<file path="config.mk">
export PLATFORM = sky130hd
export DESIGN_NAME = scale_target_debouncer_unit
export DESIGN_NICKNAME = d
export VERILOG_FILES = /design/src/rtl/stdb_pkg.sv /design/src/rtl/stdb_fifo.sv /design/src/rtl/stdb_front.sv /design/src/rtl/stdb_div.sv /design/src/rtl/stdb_back.sv /design/src/rtl/scale_target_debouncer_unit.sv
export SDC_FILE = /design/constraint.sdc
export NUM_CORES = 1
export LEC_CHECK = 0
export BUFFER_PORTS_ARGS = -buffer_cell sky130_fd_sc_hd__buf_2
export CORE_MARGIN = 8
export CORE_UTILIZATION = 40
export DETAILED_ROUTE_END_ITERATION = 10
export GPL_ROUTABILITY_DRIVEN = 0
export PLACE_DENSITY_LB_ADDON = 0.08
export SLEW_MARGIN = 5
export SYNTH_ARGS = -nofsm -noshare
export SYNTH_HDL_FRONTEND = slang
export SYNTH_SLANG_ARGS = --single-unit
export TNS_END_PERCENT = 100
</file>
<file path="constraint.sdc">
create_clock -name clk -period 7.7 [get_ports clk]
set_clock_uncertainty 0.1 [all_clocks]
set_input_delay 0 -clock clk [delete_from_list [all_inputs] [get_ports clk]]
set_output_delay 0 -clock clk [all_outputs]
set_load 0.02 [all_outputs]
</file>
<file path="src/rtl/stdb_pkg.sv">
package stdb_pkg;

	localparam int FRAC_BITS = 8;

	localparam int SCALE_W = 12;
	localparam int PX_W    = 14;
	localparam int MM_W    = 12;
	localparam int PPI_W   = 10;
	localparam int DELAY_W = 16;
	localparam int CONF_W  = 8;
	localparam int USR_W   = FRAC_BITS + 2;
	localparam int PROD_W  = SCALE_W + USR_W - FRAC_BITS;

	// divider operands: px*254 << FRAC over mm*10*ppi
	localparam int NUM_W = PX_W + 8 + FRAC_BITS;
	localparam int DEN_W = MM_W + 4 + PPI_W;
	localparam int QW    = SCALE_W;
	localparam int DSH_W = DEN_W + QW;
	localparam int CNT_W = $clog2(QW + 1);

	localparam logic [SCALE_W-1:0] SCALE_MAX = {SCALE_W{1'b1}};
	localparam logic [SCALE_W-1:0] ONE_Q     = SCALE_W'(1 << FRAC_BITS);
	localparam logic [USR_W-1:0]   USR_LO    = USR_W'(1 << (FRAC_BITS - 1));
	localparam logic [USR_W-1:0]   USR_HI    = USR_W'(1 << (FRAC_BITS + 1));
	localparam logic [MM_W-1:0]    MM_MIN    = MM_W'(50);

	// quarter rounding
	localparam int RQ_SH = FRAC_BITS - 2;
	localparam logic [SCALE_W:0]   RQ_HALF = (SCALE_W + 1)'(1 << (RQ_SH - 1));
	localparam logic [SCALE_W-1:0] RQ_MAX  = SCALE_W'((4095 >> RQ_SH) << RQ_SH);

	// register indexes
	localparam logic [2:0] REG_SCALE_MIN   = 3'd0;
	localparam logic [2:0] REG_SCALE_MAX   = 3'd1;
	localparam logic [2:0] REG_REF_PPI     = 3'd2;
	localparam logic [2:0] REG_DELAY_TICKS = 3'd3;
	localparam logic [2:0] REG_MIN_CONFS   = 3'd4;

	localparam logic [SCALE_W-1:0] RST_SCALE_MIN = SCALE_W'(128);
	localparam logic [SCALE_W-1:0] RST_SCALE_MAX = SCALE_W'(1024);
	localparam logic [PPI_W-1:0]   RST_REF_PPI   = PPI_W'(96);
	localparam logic [DELAY_W-1:0] RST_DELAY     = DELAY_W'(700);
	localparam logic [CONF_W-1:0]  RST_MIN_CONFS = CONF_W'(2);

	typedef enum logic [1:0] {
		OP_MEAS = 2'd0,
		OP_TICK = 2'd1,
		OP_OS   = 2'd2,
		OP_USER = 2'd3
	} op_t;

	typedef struct packed {
		op_t                op;
		logic [SCALE_W-1:0] os_scale;
		logic [USR_W-1:0]   user_mult;
		logic [PX_W-1:0]    px;
		logic [MM_W-1:0]    mm;
	} item_t;

	typedef struct packed {
		logic [SCALE_W-1:0] scale_min;
		logic [SCALE_W-1:0] scale_max;
		logic [PPI_W-1:0]   ref_ppi;
		logic [DELAY_W-1:0] delay_ticks;
		logic [CONF_W-1:0]  min_confs;
	} cfg_t;

	typedef struct packed {
		logic             start;
		logic [NUM_W-1:0] num;
		logic [DEN_W-1:0] den;
	} div_req_t;

	typedef struct packed {
		logic               done;
		logic [SCALE_W-1:0] quot;
	} div_rsp_t;

endpackage

</file>
<file path="src/rtl/stdb_fifo.sv">
module stdb_fifo (
	input  logic               clk,
	input  logic               arst_n,
	input  logic               push,
	input  stdb_pkg::item_t    wdata,
	output logic               full,
	input  logic               pop,
	output logic               empty,
	output stdb_pkg::item_t    rdata
);

	stdb_pkg::item_t mem_q [2];
	logic            wr_ptr_q;
	logic            rd_ptr_q;
	logic [1:0]      count_q;

	assign full  = (count_q == 2'd2);
	assign empty = (count_q == 2'd0);
	assign rdata = mem_q[rd_ptr_q];

	always_ff @(posedge clk) begin
		if (push) begin
			mem_q[wr_ptr_q] <= wdata;
		end
	end

	always_ff @(posedge clk or negedge arst_n) begin
		if (!arst_n) begin
			wr_ptr_q <= 1'b0;
			rd_ptr_q <= 1'b0;
			count_q  <= 2'd0;
		end else begin
			if (push) begin
				wr_ptr_q <= ~wr_ptr_q;
			end
			if (pop) begin
				rd_ptr_q <= ~rd_ptr_q;
			end
			case ({push, pop})
				2'b10:   count_q <= count_q + 2'd1;
				2'b01:   count_q <= count_q - 2'd1;
				default: count_q <= count_q;
			endcase
		end
	end

endmodule

</file>
<file path="src/rtl/stdb_front.sv">
module stdb_front (
	input  logic                 s_tvalid,
	output logic                 s_tready,
	input  logic [55:0]          s_tdata,
	input  logic [1:0]           s_tuser,
	input  logic                 q_full,
	output logic                 q_push,
	output stdb_pkg::item_t      q_item
);

	logic [stdb_pkg::SCALE_W-1:0] um;

	assign s_tready = ~q_full;
	assign q_push   = s_tvalid & ~q_full;
	assign um       = s_tdata[23:12];

	always_comb begin
		q_item          = '0;
		q_item.op       = stdb_pkg::op_t'(s_tuser);
		q_item.os_scale = s_tdata[11:0];
		q_item.px       = s_tdata[37:24];
		q_item.mm       = s_tdata[49:38];
		// clamp the user multiplier to half..double
		if (32'(um) < 32'(stdb_pkg::USR_LO)) begin
			q_item.user_mult = stdb_pkg::USR_LO;
		end else if (32'(um) > 32'(stdb_pkg::USR_HI)) begin
			q_item.user_mult = stdb_pkg::USR_HI;
		end else begin
			q_item.user_mult = stdb_pkg::USR_W'(um);
		end
	end

endmodule

</file>
<file path="src/rtl/stdb_div.sv">
module stdb_div (
	input  logic                clk,
	input  logic                arst_n,
	input  stdb_pkg::div_req_t  req,
	output stdb_pkg::div_rsp_t  rsp
);

	logic [stdb_pkg::NUM_W-1:0]   rem_q;
	logic [stdb_pkg::DSH_W-1:0]   dsh_q;
	logic [stdb_pkg::QW-1:0]      quot_q;
	logic [stdb_pkg::CNT_W-1:0]   cnt_q;
	logic                         run_q;
	logic                         ovf_q;
	logic                         done_q;
	logic                         ge;

	assign ge = (stdb_pkg::DSH_W'(rem_q) >= dsh_q);

	assign rsp.done = done_q;
	assign rsp.quot = ovf_q ? stdb_pkg::SCALE_MAX : quot_q;

	always_ff @(posedge clk or negedge arst_n) begin
		if (!arst_n) begin
			run_q  <= 1'b0;
			done_q <= 1'b0;
			ovf_q  <= 1'b0;
			cnt_q  <= '0;
		end else begin
			done_q <= 1'b0;
			if (req.start) begin
				run_q <= 1'b1;
				ovf_q <= 1'b0;
				cnt_q <= stdb_pkg::CNT_W'(stdb_pkg::QW);
			end else if (run_q) begin
				cnt_q <= cnt_q - 1'b1;
				// first step only checks for a quotient past the top
				if (cnt_q == stdb_pkg::CNT_W'(stdb_pkg::QW) && ge) begin
					ovf_q  <= 1'b1;
					run_q  <= 1'b0;
					done_q <= 1'b1;
				end else if (cnt_q == '0) begin
					run_q  <= 1'b0;
					done_q <= 1'b1;
				end
			end
		end
	end

	always_ff @(posedge clk) begin
		if (req.start) begin
			rem_q  <= req.num;
			dsh_q  <= {req.den, {stdb_pkg::QW{1'b0}}};
			quot_q <= '0;
		end else if (run_q) begin
			dsh_q <= dsh_q >> 1;
			if (cnt_q != stdb_pkg::CNT_W'(stdb_pkg::QW)) begin
				quot_q <= {quot_q[stdb_pkg::QW-2:0], ge};
				if (ge) begin
					rem_q <= rem_q - stdb_pkg::NUM_W'(dsh_q);
				end
			end
		end
	end

endmodule

</file>
<file path="src/rtl/stdb_back.sv">
module stdb_back (
	input  logic                 clk,
	input  logic                 arst_n,
	input  stdb_pkg::cfg_t       cfg,
	input  logic                 q_empty,
	input  stdb_pkg::item_t      q_item,
	output logic                 q_pop,
	output stdb_pkg::div_req_t   div_req,
	input  stdb_pkg::div_rsp_t   div_rsp,
	output logic                 m_tvalid,
	input  logic                 m_tready,
	output logic [23:0]          m_tdata,
	output logic [1:0]           m_tuser
);

	typedef enum logic [6:0] {
		ST_IDLE  = 7'b0000001,
		ST_START = 7'b0000010,
		ST_DIV   = 7'b0000100,
		ST_MON   = 7'b0001000,
		ST_MUL   = 7'b0010000,
		ST_UPD   = 7'b0100000,
		ST_TICK  = 7'b1000000
	} state_t;

	state_t                                       state_q;
	stdb_pkg::item_t                              item_q;
	logic [stdb_pkg::SCALE_W-1:0]                 os_q;
	logic [stdb_pkg::USR_W-1:0]                   user_q;
	logic [stdb_pkg::SCALE_W-1:0]                 phys_q;
	logic [stdb_pkg::SCALE_W-1:0]                 mon_q;
	logic [stdb_pkg::PROD_W-1:0]                  prod_q;
	logic [stdb_pkg::SCALE_W-1:0]                 eff_q;
	logic [stdb_pkg::SCALE_W-1:0]                 cmon_q;
	logic [stdb_pkg::SCALE_W-1:0]                 cand_q;
	logic [stdb_pkg::SCALE_W-1:0]                 cand_mon_q;
	logic                                         cv_q;
	logic [stdb_pkg::CONF_W-1:0]                  conf_q;
	logic [stdb_pkg::DELAY_W-1:0]                 age_q;
	logic                                         m_valid_q;
	logic [stdb_pkg::SCALE_W-1:0]                 out_eff_q;
	logic [stdb_pkg::SCALE_W-1:0]                 out_mon_q;
	logic                                         out_chg_q;
	logic                                         out_pend_q;

	logic                                         out_free;
	logic                                         need_div;
	logic [stdb_pkg::SCALE_W-1:0]                 mon_in;
	logic [stdb_pkg::SCALE_W:0]                   rq_sum;
	logic [stdb_pkg::SCALE_W-1:0]                 rq_val;
	logic [stdb_pkg::PROD_W-1:0]                  p_lo;
	logic [stdb_pkg::PROD_W-1:0]                  p_hi;
	logic [stdb_pkg::SCALE_W-1:0]                 tgt;
	logic                                         cv_n;
	logic [stdb_pkg::SCALE_W-1:0]                 cs_n;
	logic [stdb_pkg::SCALE_W-1:0]                 cm_n;
	logic [stdb_pkg::CONF_W-1:0]                  conf_n;
	logic [stdb_pkg::DELAY_W-1:0]                 age_n;
	logic [stdb_pkg::CONF_W-1:0]                  need;
	logic                                         commit;
	logic                                         finish;
	logic [stdb_pkg::USR_W+stdb_pkg::SCALE_W-1:0] prod_full;

	assign out_free = ~m_valid_q | m_tready;
	assign q_pop    = (state_q == ST_IDLE) & ~q_empty & out_free;
	assign finish   = (state_q == ST_UPD) | (state_q == ST_TICK);
	assign need_div = (item_q.mm >= stdb_pkg::MM_MIN) & (cfg.ref_ppi != '0);

	assign m_tvalid = m_valid_q;
	assign m_tdata  = {out_mon_q, out_eff_q};
	assign m_tuser  = {out_pend_q, out_chg_q};

	always_comb begin
		div_req       = '0;
		div_req.start = (state_q == ST_START) & need_div;
		div_req.num   = (stdb_pkg::NUM_W'(item_q.px) * stdb_pkg::NUM_W'(254))
		                << stdb_pkg::FRAC_BITS;
		div_req.den   = stdb_pkg::DEN_W'(item_q.mm) * stdb_pkg::DEN_W'(cfg.ref_ppi)
		                * stdb_pkg::DEN_W'(10);
	end

	// monitor part: larger of OS and physical scale, rounded to a quarter
	always_comb begin
		mon_in = (os_q > phys_q) ? os_q : phys_q;
		rq_sum = {1'b0, mon_in} + stdb_pkg::RQ_HALF;
		rq_sum = (rq_sum >> stdb_pkg::RQ_SH) << stdb_pkg::RQ_SH;
		rq_val = (rq_sum > (stdb_pkg::SCALE_W + 1)'(stdb_pkg::RQ_MAX)) ?
		         stdb_pkg::RQ_MAX : stdb_pkg::SCALE_W'(rq_sum);
	end

	assign prod_full = (stdb_pkg::USR_W + stdb_pkg::SCALE_W)'(mon_q)
	                 * (stdb_pkg::USR_W + stdb_pkg::SCALE_W)'(user_q);

	always_comb begin
		p_lo = (prod_q < stdb_pkg::PROD_W'(cfg.scale_min)) ?
		       stdb_pkg::PROD_W'(cfg.scale_min) : prod_q;
		p_hi = (p_lo > stdb_pkg::PROD_W'(cfg.scale_max)) ?
		       stdb_pkg::PROD_W'(cfg.scale_max) : p_lo;
		tgt  = stdb_pkg::SCALE_W'(p_hi);

		cv_n   = cv_q;
		cs_n   = cand_q;
		cm_n   = cand_mon_q;
		conf_n = conf_q;
		age_n  = age_q;
		if (state_q == ST_TICK) begin
			if (cv_q && age_q != '1) begin
				age_n = age_q + 1'b1;
			end
		end else if (tgt == eff_q) begin
			// target already committed: drop any candidate
			cv_n   = 1'b0;
			cs_n   = '0;
			conf_n = '0;
		end else if (!cv_q || tgt != cand_q) begin
			cv_n   = 1'b1;
			cs_n   = tgt;
			cm_n   = mon_q;
			age_n  = '0;
			conf_n = stdb_pkg::CONF_W'(1);
		end else if (conf_q != '1) begin
			conf_n = conf_q + 1'b1;
		end

		need = (cfg.min_confs == '0) ? stdb_pkg::CONF_W'(1) : cfg.min_confs;
		case (item_q.op) inside
			stdb_pkg::OP_OS, stdb_pkg::OP_USER: commit = cv_n;
			default: commit = cv_n & (conf_n >= need) & (age_n >= cfg.delay_ticks);
		endcase
		if (state_q == ST_TICK) begin
			commit = cv_n & (conf_n >= need) & (age_n >= cfg.delay_ticks);
		end
	end

	always_ff @(posedge clk or negedge arst_n) begin
		if (!arst_n) begin
			state_q    <= ST_IDLE;
			m_valid_q  <= 1'b0;
			os_q       <= stdb_pkg::ONE_Q;
			user_q     <= stdb_pkg::USR_W'(stdb_pkg::ONE_Q);
			phys_q     <= '0;
			eff_q      <= stdb_pkg::ONE_Q;
			cmon_q     <= stdb_pkg::ONE_Q;
			cand_q     <= '0;
			cand_mon_q <= stdb_pkg::ONE_Q;
			cv_q       <= 1'b0;
			conf_q     <= '0;
			age_q      <= '0;
		end else begin
			if (finish) begin
				m_valid_q <= 1'b1;
			end else if (m_tready) begin
				m_valid_q <= 1'b0;
			end

			unique case (state_q) inside
				ST_IDLE: begin
					if (q_pop) begin
						state_q <= (q_item.op == stdb_pkg::OP_TICK) ? ST_TICK : ST_START;
					end
				end
				ST_START: begin
					if (item_q.op == stdb_pkg::OP_OS) begin
						os_q <= item_q.os_scale;
					end
					if (item_q.op == stdb_pkg::OP_USER) begin
						user_q <= item_q.user_mult;
					end
					if (item_q.mm < stdb_pkg::MM_MIN) begin
						phys_q  <= '0;
						state_q <= ST_MON;
					end else if (cfg.ref_ppi == '0) begin
						phys_q  <= stdb_pkg::SCALE_MAX;
						state_q <= ST_MON;
					end else begin
						state_q <= ST_DIV;
					end
				end
				ST_DIV: begin
					if (div_rsp.done) begin
						phys_q  <= div_rsp.quot;
						state_q <= ST_MON;
					end
				end
				ST_MON: state_q <= ST_MUL;
				ST_MUL: state_q <= ST_UPD;
				ST_UPD, ST_TICK: begin
					state_q <= ST_IDLE;
					age_q   <= age_n;
					if (commit) begin
						eff_q  <= cs_n;
						cmon_q <= cm_n;
						cv_q   <= 1'b0;
						cand_q <= '0;
						conf_q <= '0;
					end else begin
						cv_q   <= cv_n;
						cand_q <= cs_n;
						conf_q <= conf_n;
					end
					cand_mon_q <= cm_n;
				end
				default: state_q <= ST_IDLE;
			endcase
		end
	end

	always_ff @(posedge clk) begin
		if (q_pop) begin
			item_q <= q_item;
		end
		if (state_q == ST_MON) begin
			mon_q <= rq_val;
		end
		if (state_q == ST_MUL) begin
			prod_q <= stdb_pkg::PROD_W'(prod_full >> stdb_pkg::FRAC_BITS);
		end
		if (finish) begin
			out_eff_q  <= commit ? cs_n : eff_q;
			out_mon_q  <= commit ? cm_n : cmon_q;
			out_chg_q  <= commit;
			out_pend_q <= commit ? 1'b0 : cv_n;
		end
	end

endmodule

</file>
<file path="src/rtl/scale_target_debouncer_unit.sv">
// Scale target debouncer.
// Input stream (s_*): one transaction per item; s_tuser carries the opcode
// (measurement, tick, OS scale event, user scale set), s_tdata the scales and
// the monitor geometry. Output stream (m_*): exactly one transaction per input
// item, in order: committed effective scale and monitor part in m_tdata,
// scale-changed and pending flags in m_tuser.
// Configuration goes through the APB port; write only while the block is idle.
// A tick goes from the queue through the tick state to m_tvalid. Other items
// pass start, monitor, multiply and update; with a known width they wait after
// start for the 13-step restoring divider for the physical scale, which ends
// after its first step if the quotient overflows. An unknown width or a zero
// reference density skips the divider. Items are handled one at a time.
// A 2-entry queue sits between the input side and the execution side, so
// input keeps being accepted while a result waits in the output register;
// a stalled m_tready holds the result and, once the queue fills, s_tready.
// Reset: the OS, user, effective and monitor scales return to 1.0 and the
// physical scale to zero, no candidate is pending, registers take their defaults and both streams are empty.
module scale_target_debouncer_unit (
	input  logic        clk,
	input  logic        arst_n,
	input  logic        psel,
	input  logic        penable,
	input  logic        pwrite,
	input  logic [4:0]  paddr,
	input  logic [31:0] pwdata,
	output logic [31:0] prdata,
	output logic        pready,
	input  logic        s_tvalid,
	output logic        s_tready,
	input  logic [55:0] s_tdata,  // os_scale, user_multiplier, monitor_width_px, monitor_width_mm
	input  logic [1:0]  s_tuser,  // opcode
	output logic        m_tvalid,
	input  logic        m_tready,
	output logic [23:0] m_tdata,  // out_effective_scale, out_monitor_part
	output logic [1:0]  m_tuser   // scale_changed, pending_active
);

	stdb_pkg::cfg_t      cfg_q;
	stdb_pkg::item_t     push_item;
	stdb_pkg::item_t     pop_item;
	stdb_pkg::div_req_t  div_req;
	stdb_pkg::div_rsp_t  div_rsp;
	logic                q_push;
	logic                q_pop;
	logic                q_full;
	logic                q_empty;
	logic                wr_en;

	assign pready = 1'b1;
	assign wr_en  = psel & penable & pwrite;

	always_ff @(posedge clk or negedge arst_n) begin
		if (!arst_n) begin
			cfg_q.scale_min   <= stdb_pkg::RST_SCALE_MIN;
			cfg_q.scale_max   <= stdb_pkg::RST_SCALE_MAX;
			cfg_q.ref_ppi     <= stdb_pkg::RST_REF_PPI;
			cfg_q.delay_ticks <= stdb_pkg::RST_DELAY;
			cfg_q.min_confs   <= stdb_pkg::RST_MIN_CONFS;
		end else if (wr_en) begin
			unique case (paddr[4:2])
				stdb_pkg::REG_SCALE_MIN:   cfg_q.scale_min   <= pwdata[11:0];
				stdb_pkg::REG_SCALE_MAX:   cfg_q.scale_max   <= pwdata[11:0];
				stdb_pkg::REG_REF_PPI:     cfg_q.ref_ppi     <= pwdata[9:0];
				stdb_pkg::REG_DELAY_TICKS: cfg_q.delay_ticks <= pwdata[15:0];
				stdb_pkg::REG_MIN_CONFS:   cfg_q.min_confs   <= pwdata[7:0];
				default: ;
			endcase
		end
	end

	always_comb begin
		unique case (paddr[4:2])
			stdb_pkg::REG_SCALE_MIN:   prdata = 32'(cfg_q.scale_min);
			stdb_pkg::REG_SCALE_MAX:   prdata = 32'(cfg_q.scale_max);
			stdb_pkg::REG_REF_PPI:     prdata = 32'(cfg_q.ref_ppi);
			stdb_pkg::REG_DELAY_TICKS: prdata = 32'(cfg_q.delay_ticks);
			stdb_pkg::REG_MIN_CONFS:   prdata = 32'(cfg_q.min_confs);
			default:                   prdata = '0;
		endcase
	end

	stdb_front u_front (
		.s_tvalid (s_tvalid),
		.s_tready (s_tready),
		.s_tdata  (s_tdata),
		.s_tuser  (s_tuser),
		.q_full   (q_full),
		.q_push   (q_push),
		.q_item   (push_item)
	);

	stdb_fifo u_fifo (
		.clk    (clk),
		.arst_n (arst_n),
		.push   (q_push),
		.wdata  (push_item),
		.full   (q_full),
		.pop    (q_pop),
		.empty  (q_empty),
		.rdata  (pop_item)
	);

	stdb_div u_div (
		.clk    (clk),
		.arst_n (arst_n),
		.req    (div_req),
		.rsp    (div_rsp)
	);

	stdb_back u_back (
		.clk      (clk),
		.arst_n   (arst_n),
		.cfg      (cfg_q),
		.q_empty  (q_empty),
		.q_item   (pop_item),
		.q_pop    (q_pop),
		.div_req  (div_req),
		.div_rsp  (div_rsp),
		.m_tvalid (m_tvalid),
		.m_tready (m_tready),
		.m_tdata  (m_tdata),
		.m_tuser  (m_tuser)
	);

endmodule

</file>
# Word level (Yosys, flattened, before mapping)
# Memories as Yosys holds them, arrays and structs flattened.
# Index checks and enable logic that the tools add are counted.
# classes
n_reduce_logical	32
eq_ne	26
order_cmp	11
n_mux	66
n_addsub	7
multipliers	4
bitwise	16
# ops
operator	n
12-bit two-way mux	15
30-bit two-way mux	4
16-bit case mux with 5 select lines	1
38-bit two-way mux	2
16-bit two-way mux	4
8-bit two-way mux	6
12-bit by 10-bit multiplier with 22-bit output	2
30-bit by 38-bit greater-or-equal comparator with 1-bit output	1
7-bit case mux with 5 select lines	1
30-bit subtractor	1
7-bit two-way mux	4
22-bit by 3-bit multiplier with 25-bit output, second input constant	1
12-bit case mux with 2 select lines	1
14-bit by 7-bit multiplier with 21-bit output, second input constant	1
1-bit two-way mux	21
10-bit two-way mux	2
2-bit AND reduction	10
16-bit by 1-bit adder with 16-bit output, second input constant	1
16-bit greater-or-equal comparator	1
16-bit inequality test, second input constant	1
14-bit by 12-bit > comparator with 1-bit output	1
14-bit by 12-bit < comparator with 1-bit output	1
14-bit two-way mux	1
2-bit nonzero test	7
other kinds (47)	72
# word_totals
memories	1
ramBits	100
ff_bits	366
inputBits	102
# memory_table
name	words	word_bits	rd	rd_clocked_by_memory_dff	wr	line_no	source
u_fifo.mem_q	2	50	1	0	1	stdb_fifo.sv:12	stdb_pkg::item_t mem_q [2];

# Longest topological paths before layout
# logic_depth
depth_word	15
depth_mapped	36
mapped_depth_nobuf	31

# Cells and area by module
# Synthesis repeated with hierarchy kept, for this count alone.
# hier_totals
cells_unflattened	3274
hier_area_um2	33886.2
# modules_own_cells
mod	area_per_inst_um2	cells_per_inst	seq_area_each_um2	n_inst
stdb_back	21101.5	2233	5768.0	1
stdb_div	5457.7	604	2337.2	1
stdb_fifo	4045.1	172	3103.0	1
scale_target_debouncer_unit	2880.3	210	1465.2	1
stdb_front	401.6	55	0.0	1

# Least setup slack after synthesis
# Ideal clock, no wire load.
# synth_path
path_type	reg-to-reg
startpoint	register cfg_q[53] in the netlist's numbering
endpoint	register u_back.conf_q[4] in the netlist's numbering
period_less_slack_ps	7506
setup_time_ps	76
path_buffers	3
path_stages_with_launch	35
required_time_ps	7524
path_slack_ps	194
arrival_time_ps	7329
cell_sequence	dfstp_2 > inv_1 > ha_1 > nand3_1 > nor2_1 > a211oi_4 > o21ai_1 > buf_4 > mux2i_1 > inv_1 > ha_1 > nand4_1 > a2111oi_0 > o31ai_1 > a21o_1 > buf_2 > a31oi_1 > xnor2_1 > nand4_1 > or3b_1 > buf_2 > o21ai_1 > o21a_1 > ha_1 > a21o_1 > a2111oi_0 > o21ai_0 > o211a_1 > a22oi_1 > o21ai_0 > and3_1 > a21oi_4 > inv_2 > or4_1 > o21ai_1
# synth_via
elab_chain_cells	15
word_cells_on_any_way	23
classes_between	order compare: 4; eq/ne: 2; mux: 14; bitwise: 2; reduce/logical: 1
# synth_lines
element	line_no	source
from (decl)	scale_target_debouncer_unit.sv:38	stdb_pkg::cfg_t cfg_q;
14-bit by 12-bit < comparator with 1-bit output	stdb_back.sv:95	p_lo = (prod_q < stdb_pkg::PROD_W'(cfg.scale_min)) ?
14-bit two-way mux (*)	stdb_back.sv:95	
14-bit by 12-bit > comparator with 1-bit output	stdb_back.sv:97	p_hi = (p_lo > stdb_pkg::PROD_W'(cfg.scale_max)) ?
12-bit two-way mux (*)	stdb_back.sv:97	
12-bit inequality test	stdb_back.sv:115	end else if (!cv_q || tgt != cand_q) begin
1-bit logical OR	stdb_back.sv:115	
8-bit two-way mux	stdb_back.sv:115	
8-bit two-way mux	stdb_back.sv:110	end else if (tgt == eff_q) begin
8-bit two-way mux	stdb_back.sv:106	if (state_q == ST_TICK) begin
8-bit greater-or-equal comparator	stdb_back.sv:128, stdb_back.sv:131	
1-bit bitwise AND (2 in a row)	stdb_back.sv:128, stdb_back.sv:131	
1-bit two-way mux	stdb_back.sv:126	case (item_q.op) inside
1-bit two-way mux	stdb_back.sv:130	if (state_q == ST_TICK) begin
8-bit two-way mux (*)	stdb_back.sv:190	if (commit) begin
to (signal assigned)	stdb_back.sv:199	conf_q <= conf_n;
to (decl)	stdb_back.sv:38	logic [stdb_pkg::CONF_W-1:0] conf_q;
# Mark *: on every way between the ends. The rest lies on a longest branch, timed or not.
# A chain may end at the register's enable or synchronous reset.

# Worst setup path in the final report
# Ends and elaborated chain as after synthesis.

==> results.py <==
metrics = {
    "outcome": {
        "status": "complete, no violations",
    },
    "sta": {
        "relSlewSlack_pct": 18.8,
        "tns_ns": 0,
        "timing.final.crit_share_pct": 96.2,
        "worstMarginPinSlew_ns": 1.21,
        "period_minus_slack_ns": 7.41,
        "max_freq_mhz": 135,
        "setup_viol": 0,
        "hold_violations": 0,
        "slew_violations": 0,
    },
    "final_layout": {
        "syn2layout_area_growth_pct": 18.0,
        "fillers": 7559,
        "fin_cells": 4655,
        "final_layout_size_suffix_gt1_share_pct": 16.2,
        "fin_nets": 4075,
    },
    "worst_setup_path": {
        "cp-startpoint": "cfg_q[53]$_DFFE_PN1P_",
        "r2r_end": "u_back.conf_q[4]$_DFFE_PN0P_",
        "worst-r2r-setup-slack_ns": 0.29,
        "cp.required_ns": 8.16,
        "slowest_stage": "dfstp_2",
        "critPathMaxStageDelay_ns": 0.53,
        "worstReg2RegStart": "cfg_q[53]$_DFFE_PN1P_",
        "timing_worst_setup_path_type": "reg2reg",
        "arrival_ns": 7.87,
        "cp_max_fo": 8,
        "rr_worst_depth": 34,
        "crit_path_end_kind": "register",
        "critPathLaunchType": "register",
    },
    "routing": {
        "drc_errors": 0,
        "first_pass_iters": 7,
        "via_per_inst": 5.34,
        "wl_per_cell_um": 19.1,
        "drt_wl_total_um": 89000,
        "dr.first_iter.drc_count": 1428,
        "vias": 24900,
        "ant_nets": 0,
    },
    "yosys": {
        "yosysWarningCount": 0,
        "syn_inst": 3238,
        "avgSynthCellArea_um2": 10.1,
        "synth-async-reset-ratio_pct": 40.0,
        "synth_edf_count": 242,
        "ys_seq_elements": 460,
        "synthFlopType": "edfxtp_1",
        "synth_cell_types": 93,
        "ys_seq_area_share_pct": 38.3,
        "syn_area_um2": 32800,
    },
    "placement": {
        "place_hpwl_um": 65500,
        "dp_cells": 4419,
        "portBuffers": 121,
    },
    "grt": {
        "grt_usage_pct": 19.4,
        "grt.overflow.total": 0,
        "grt_pass1_wl_um": 142000,
        "grt.met3_usage_pct": 2.08,
        "antenna_found_initial": 1,
        "grt_max_degree": 70,
        "grt.met1_usage_pct": 26.2,
        "grt-busiest-layer": "met2",
        "use_met2_pct": 33.1,
        "grt_pass1_vias": 25700,
    },
    "floorplan": {
        "fp-row-count": 105,
        "dieArea_um2": 91400,
        "io-pin-count": 163,
        "die_x_um": 302,
        "fp.dieH_um": 302,
        "core_um2": 81600,
        "initial_core_util_pct": 40.2,
    },
    "clock_network": {
        "path_clk_slew_ns": 0.06,
        "clock-sinks": 460,
        "clock_latency_ns": 0.64,
        "root_buffer": "clkbuf_16",
        "clk_path_buf_depth": 3,
        "cts_buffers": 55,
        "htree_levels": 2,
        "tritoncts": "built",
    },
    "worst_hold_path": {
        "worstHoldStart": "s_tdata[40]",
        "hold_path_class": "in2reg",
        "holdPathStages": 2,
        "min_to": "u_fifo.mem_q[0][2]$_DFFE_PP_",
    },
    "run": {
        "max_cap_violations": 0,
    },
}
==> cell usage in the layout, fill, tap and decap left out, types with 120 or more instances in the layout <==
| master | Yosys | routed |
|---|---|---|
| nand2_1 | 335 | 334 |
| edfxtp_1 | 242 | 242 |
| o21ai_0 | 176 | 170 |
| fa_1 | 157 | 157 |
| nor2_1 | 159 | 155 |
| inv_1 | 309 | 308 |
| dfrtp_1 | 167 | 164 |
| buf_4 | 20 | 146 |
| buf_2 | 18 | 120 |
| ha_1 | 279 | 277 |
==> cell usage after synthesis (21+ instances only) <==
library cell    n  share of area (%)
edfxtp_1      242                 22
a31oi_1        50               0.95
xor2_1         59                1.6
nor2b_1        25               0.48
a21o_1         28               0.64
dfxtp_1        34                2.1
a21oi_1       122                1.9
o211ai_1       30               0.69
nor3_1         48               0.73
nand2b_1       22               0.42
nand3_1        84                1.3
nand2_1       335                3.8
ha_1          279                 11
xnor2_1        75                2.0
and2_1        102                1.9
o21ai_0       176                2.7
clkbuf_1      107                1.2
o31ai_1        35               0.80
dfrtp_1       167                 13
o22ai_1        21               0.40
nand4_1        30               0.57
fa_1          157                9.6
nor2_1        159                1.8
inv_1         309                3.5
mux2_2        119                4.1
mux2i_1        52                1.6
==> how the worst max path moves through the flow <==
| stage | end | slack, ns | cells past startpoint |
|---|---|---|---|
| CTS | u_back.conf_q[4]$_DFFE_PN0P_ | 0.009 | 32 |
| finish | u_back.conf_q[4]$_DFFE_PN0P_ | 0.29 | 34 |
| global placement | u_back.cmon_q[5]$_DFFE_PN0P_ | -0.11 | 34 |
| detailed placement | u_back.cmon_q[4]$_DFFE_PN0P_ | -0.23 | 35 |
| floorplan | u_back.conf_q[4]$_DFFE_PN0P_ | 0.19 | 34 |
| global route | u_back.conf_q[4]$_DFFE_PN0P_ | -0.04 | 35 |
==> cell type report <==
cell class | instances | area [um^2] | share of cell area, %
Clock inverter | 20 | 206 | 0.534
Timing Repair Buffer | 390 | 3050 | 7.88
Multi-Input combinational cell | 2318 | 18700 | 48.3
Antenna cell | 1 | 2.50 | 0.00647
Sequential cell | 460 | 12600 | 32.5
Inverter | 312 | 1170 | 3.03
Clock buffer | 84 | 1640 | 4.24
Tap cell | 1070 | 1340 | 3.46
==> what timing repair did <==
item	4_1_cts	5_1_grt
endpoints found under the setup margin	50	76
resized for setup	4	55
pin swaps	0	18
gates cloned	0	2
hold buffers	114	0
endpoints found under the hold margin	251	0
buffers inserted	1	14
==> logic make-up (layout without fill, tap and decap cells) <==
| family | Yosys count | in the layout | share of synthesized area, % |
|---|---|---|---|
| other | 2 | 18 | 0.0229 |
| and+or+nand+nor | 908 | 908 | 13.4 |
| DFF | 460 | 460 | 38.3 |
| adders and majority gates | 436 | 436 | 20.2 |
| muxes | 173 | 173 | 5.81 |
| xor gates and xnor gates | 134 | 134 | 3.58 |
| buffers and inverters | 475 | 806 | 5.74 |
| AOI/OAI and AO/OA | 650 | 650 | 12.9 |
==> flip-flops by register name, summed over array words and instances, names as in the netlist, 10 cells and up <==
name,count
u_div.rem_q,30
u_div.quot_q,12
u_back.phys_q,12
cfg_q,58
u_back.item_q,50
u_back.age_q,16
u_back.eff_q,12
u_back.cmon_q,12
u_div.dsh_q,38
u_back.out_eff_q,12
u_back.prod_q,14
u_back.cand_q,12
u_back.user_q,10
u_fifo.mem_q,100
u_back.os_q,12
u_back.out_mon_q,12
u_back.cand_mon_q,12
==> metrics by stage <==
step | area, um^2 | hold WS, ns | setup slack [ns] | utilization, %
after CTS | 38300 | 0.00351 | 0.00893 | 46.9
after global routing | 38700 | 0.0220 | -0.0431 | 47.4
final | 38700 | 0.0502 | 0.293 | 47.4
after detailed placement | 35300 | 0.0474 | -0.230 | 43.2
after global placement | 35300 | 0.0359 | -0.108 | 43.2
after floorplan | 32800 | -0.396 | 0.194 | -
==> critical path, delay by kind of cell, from the launching register on <==
kind,cells,cell delay [ns]
compound gates,17,2.83
simple gates,7,2.07
buf+inv,6,0.89
fa+ha+maj,3,0.76
flops,1,0.53
mux,1,0.17
==> per-layer routing <==
layer  share of wire (%)  up-vias
met5                   0        -
met4                 2.3        0
met3                 3.9      124
met2                  48      515
met1                  46    12200
li1                    -    12000
Power is not shown: default switching activity piles up to over one toggle a cycle in this logic, so the estimate is an artifact.
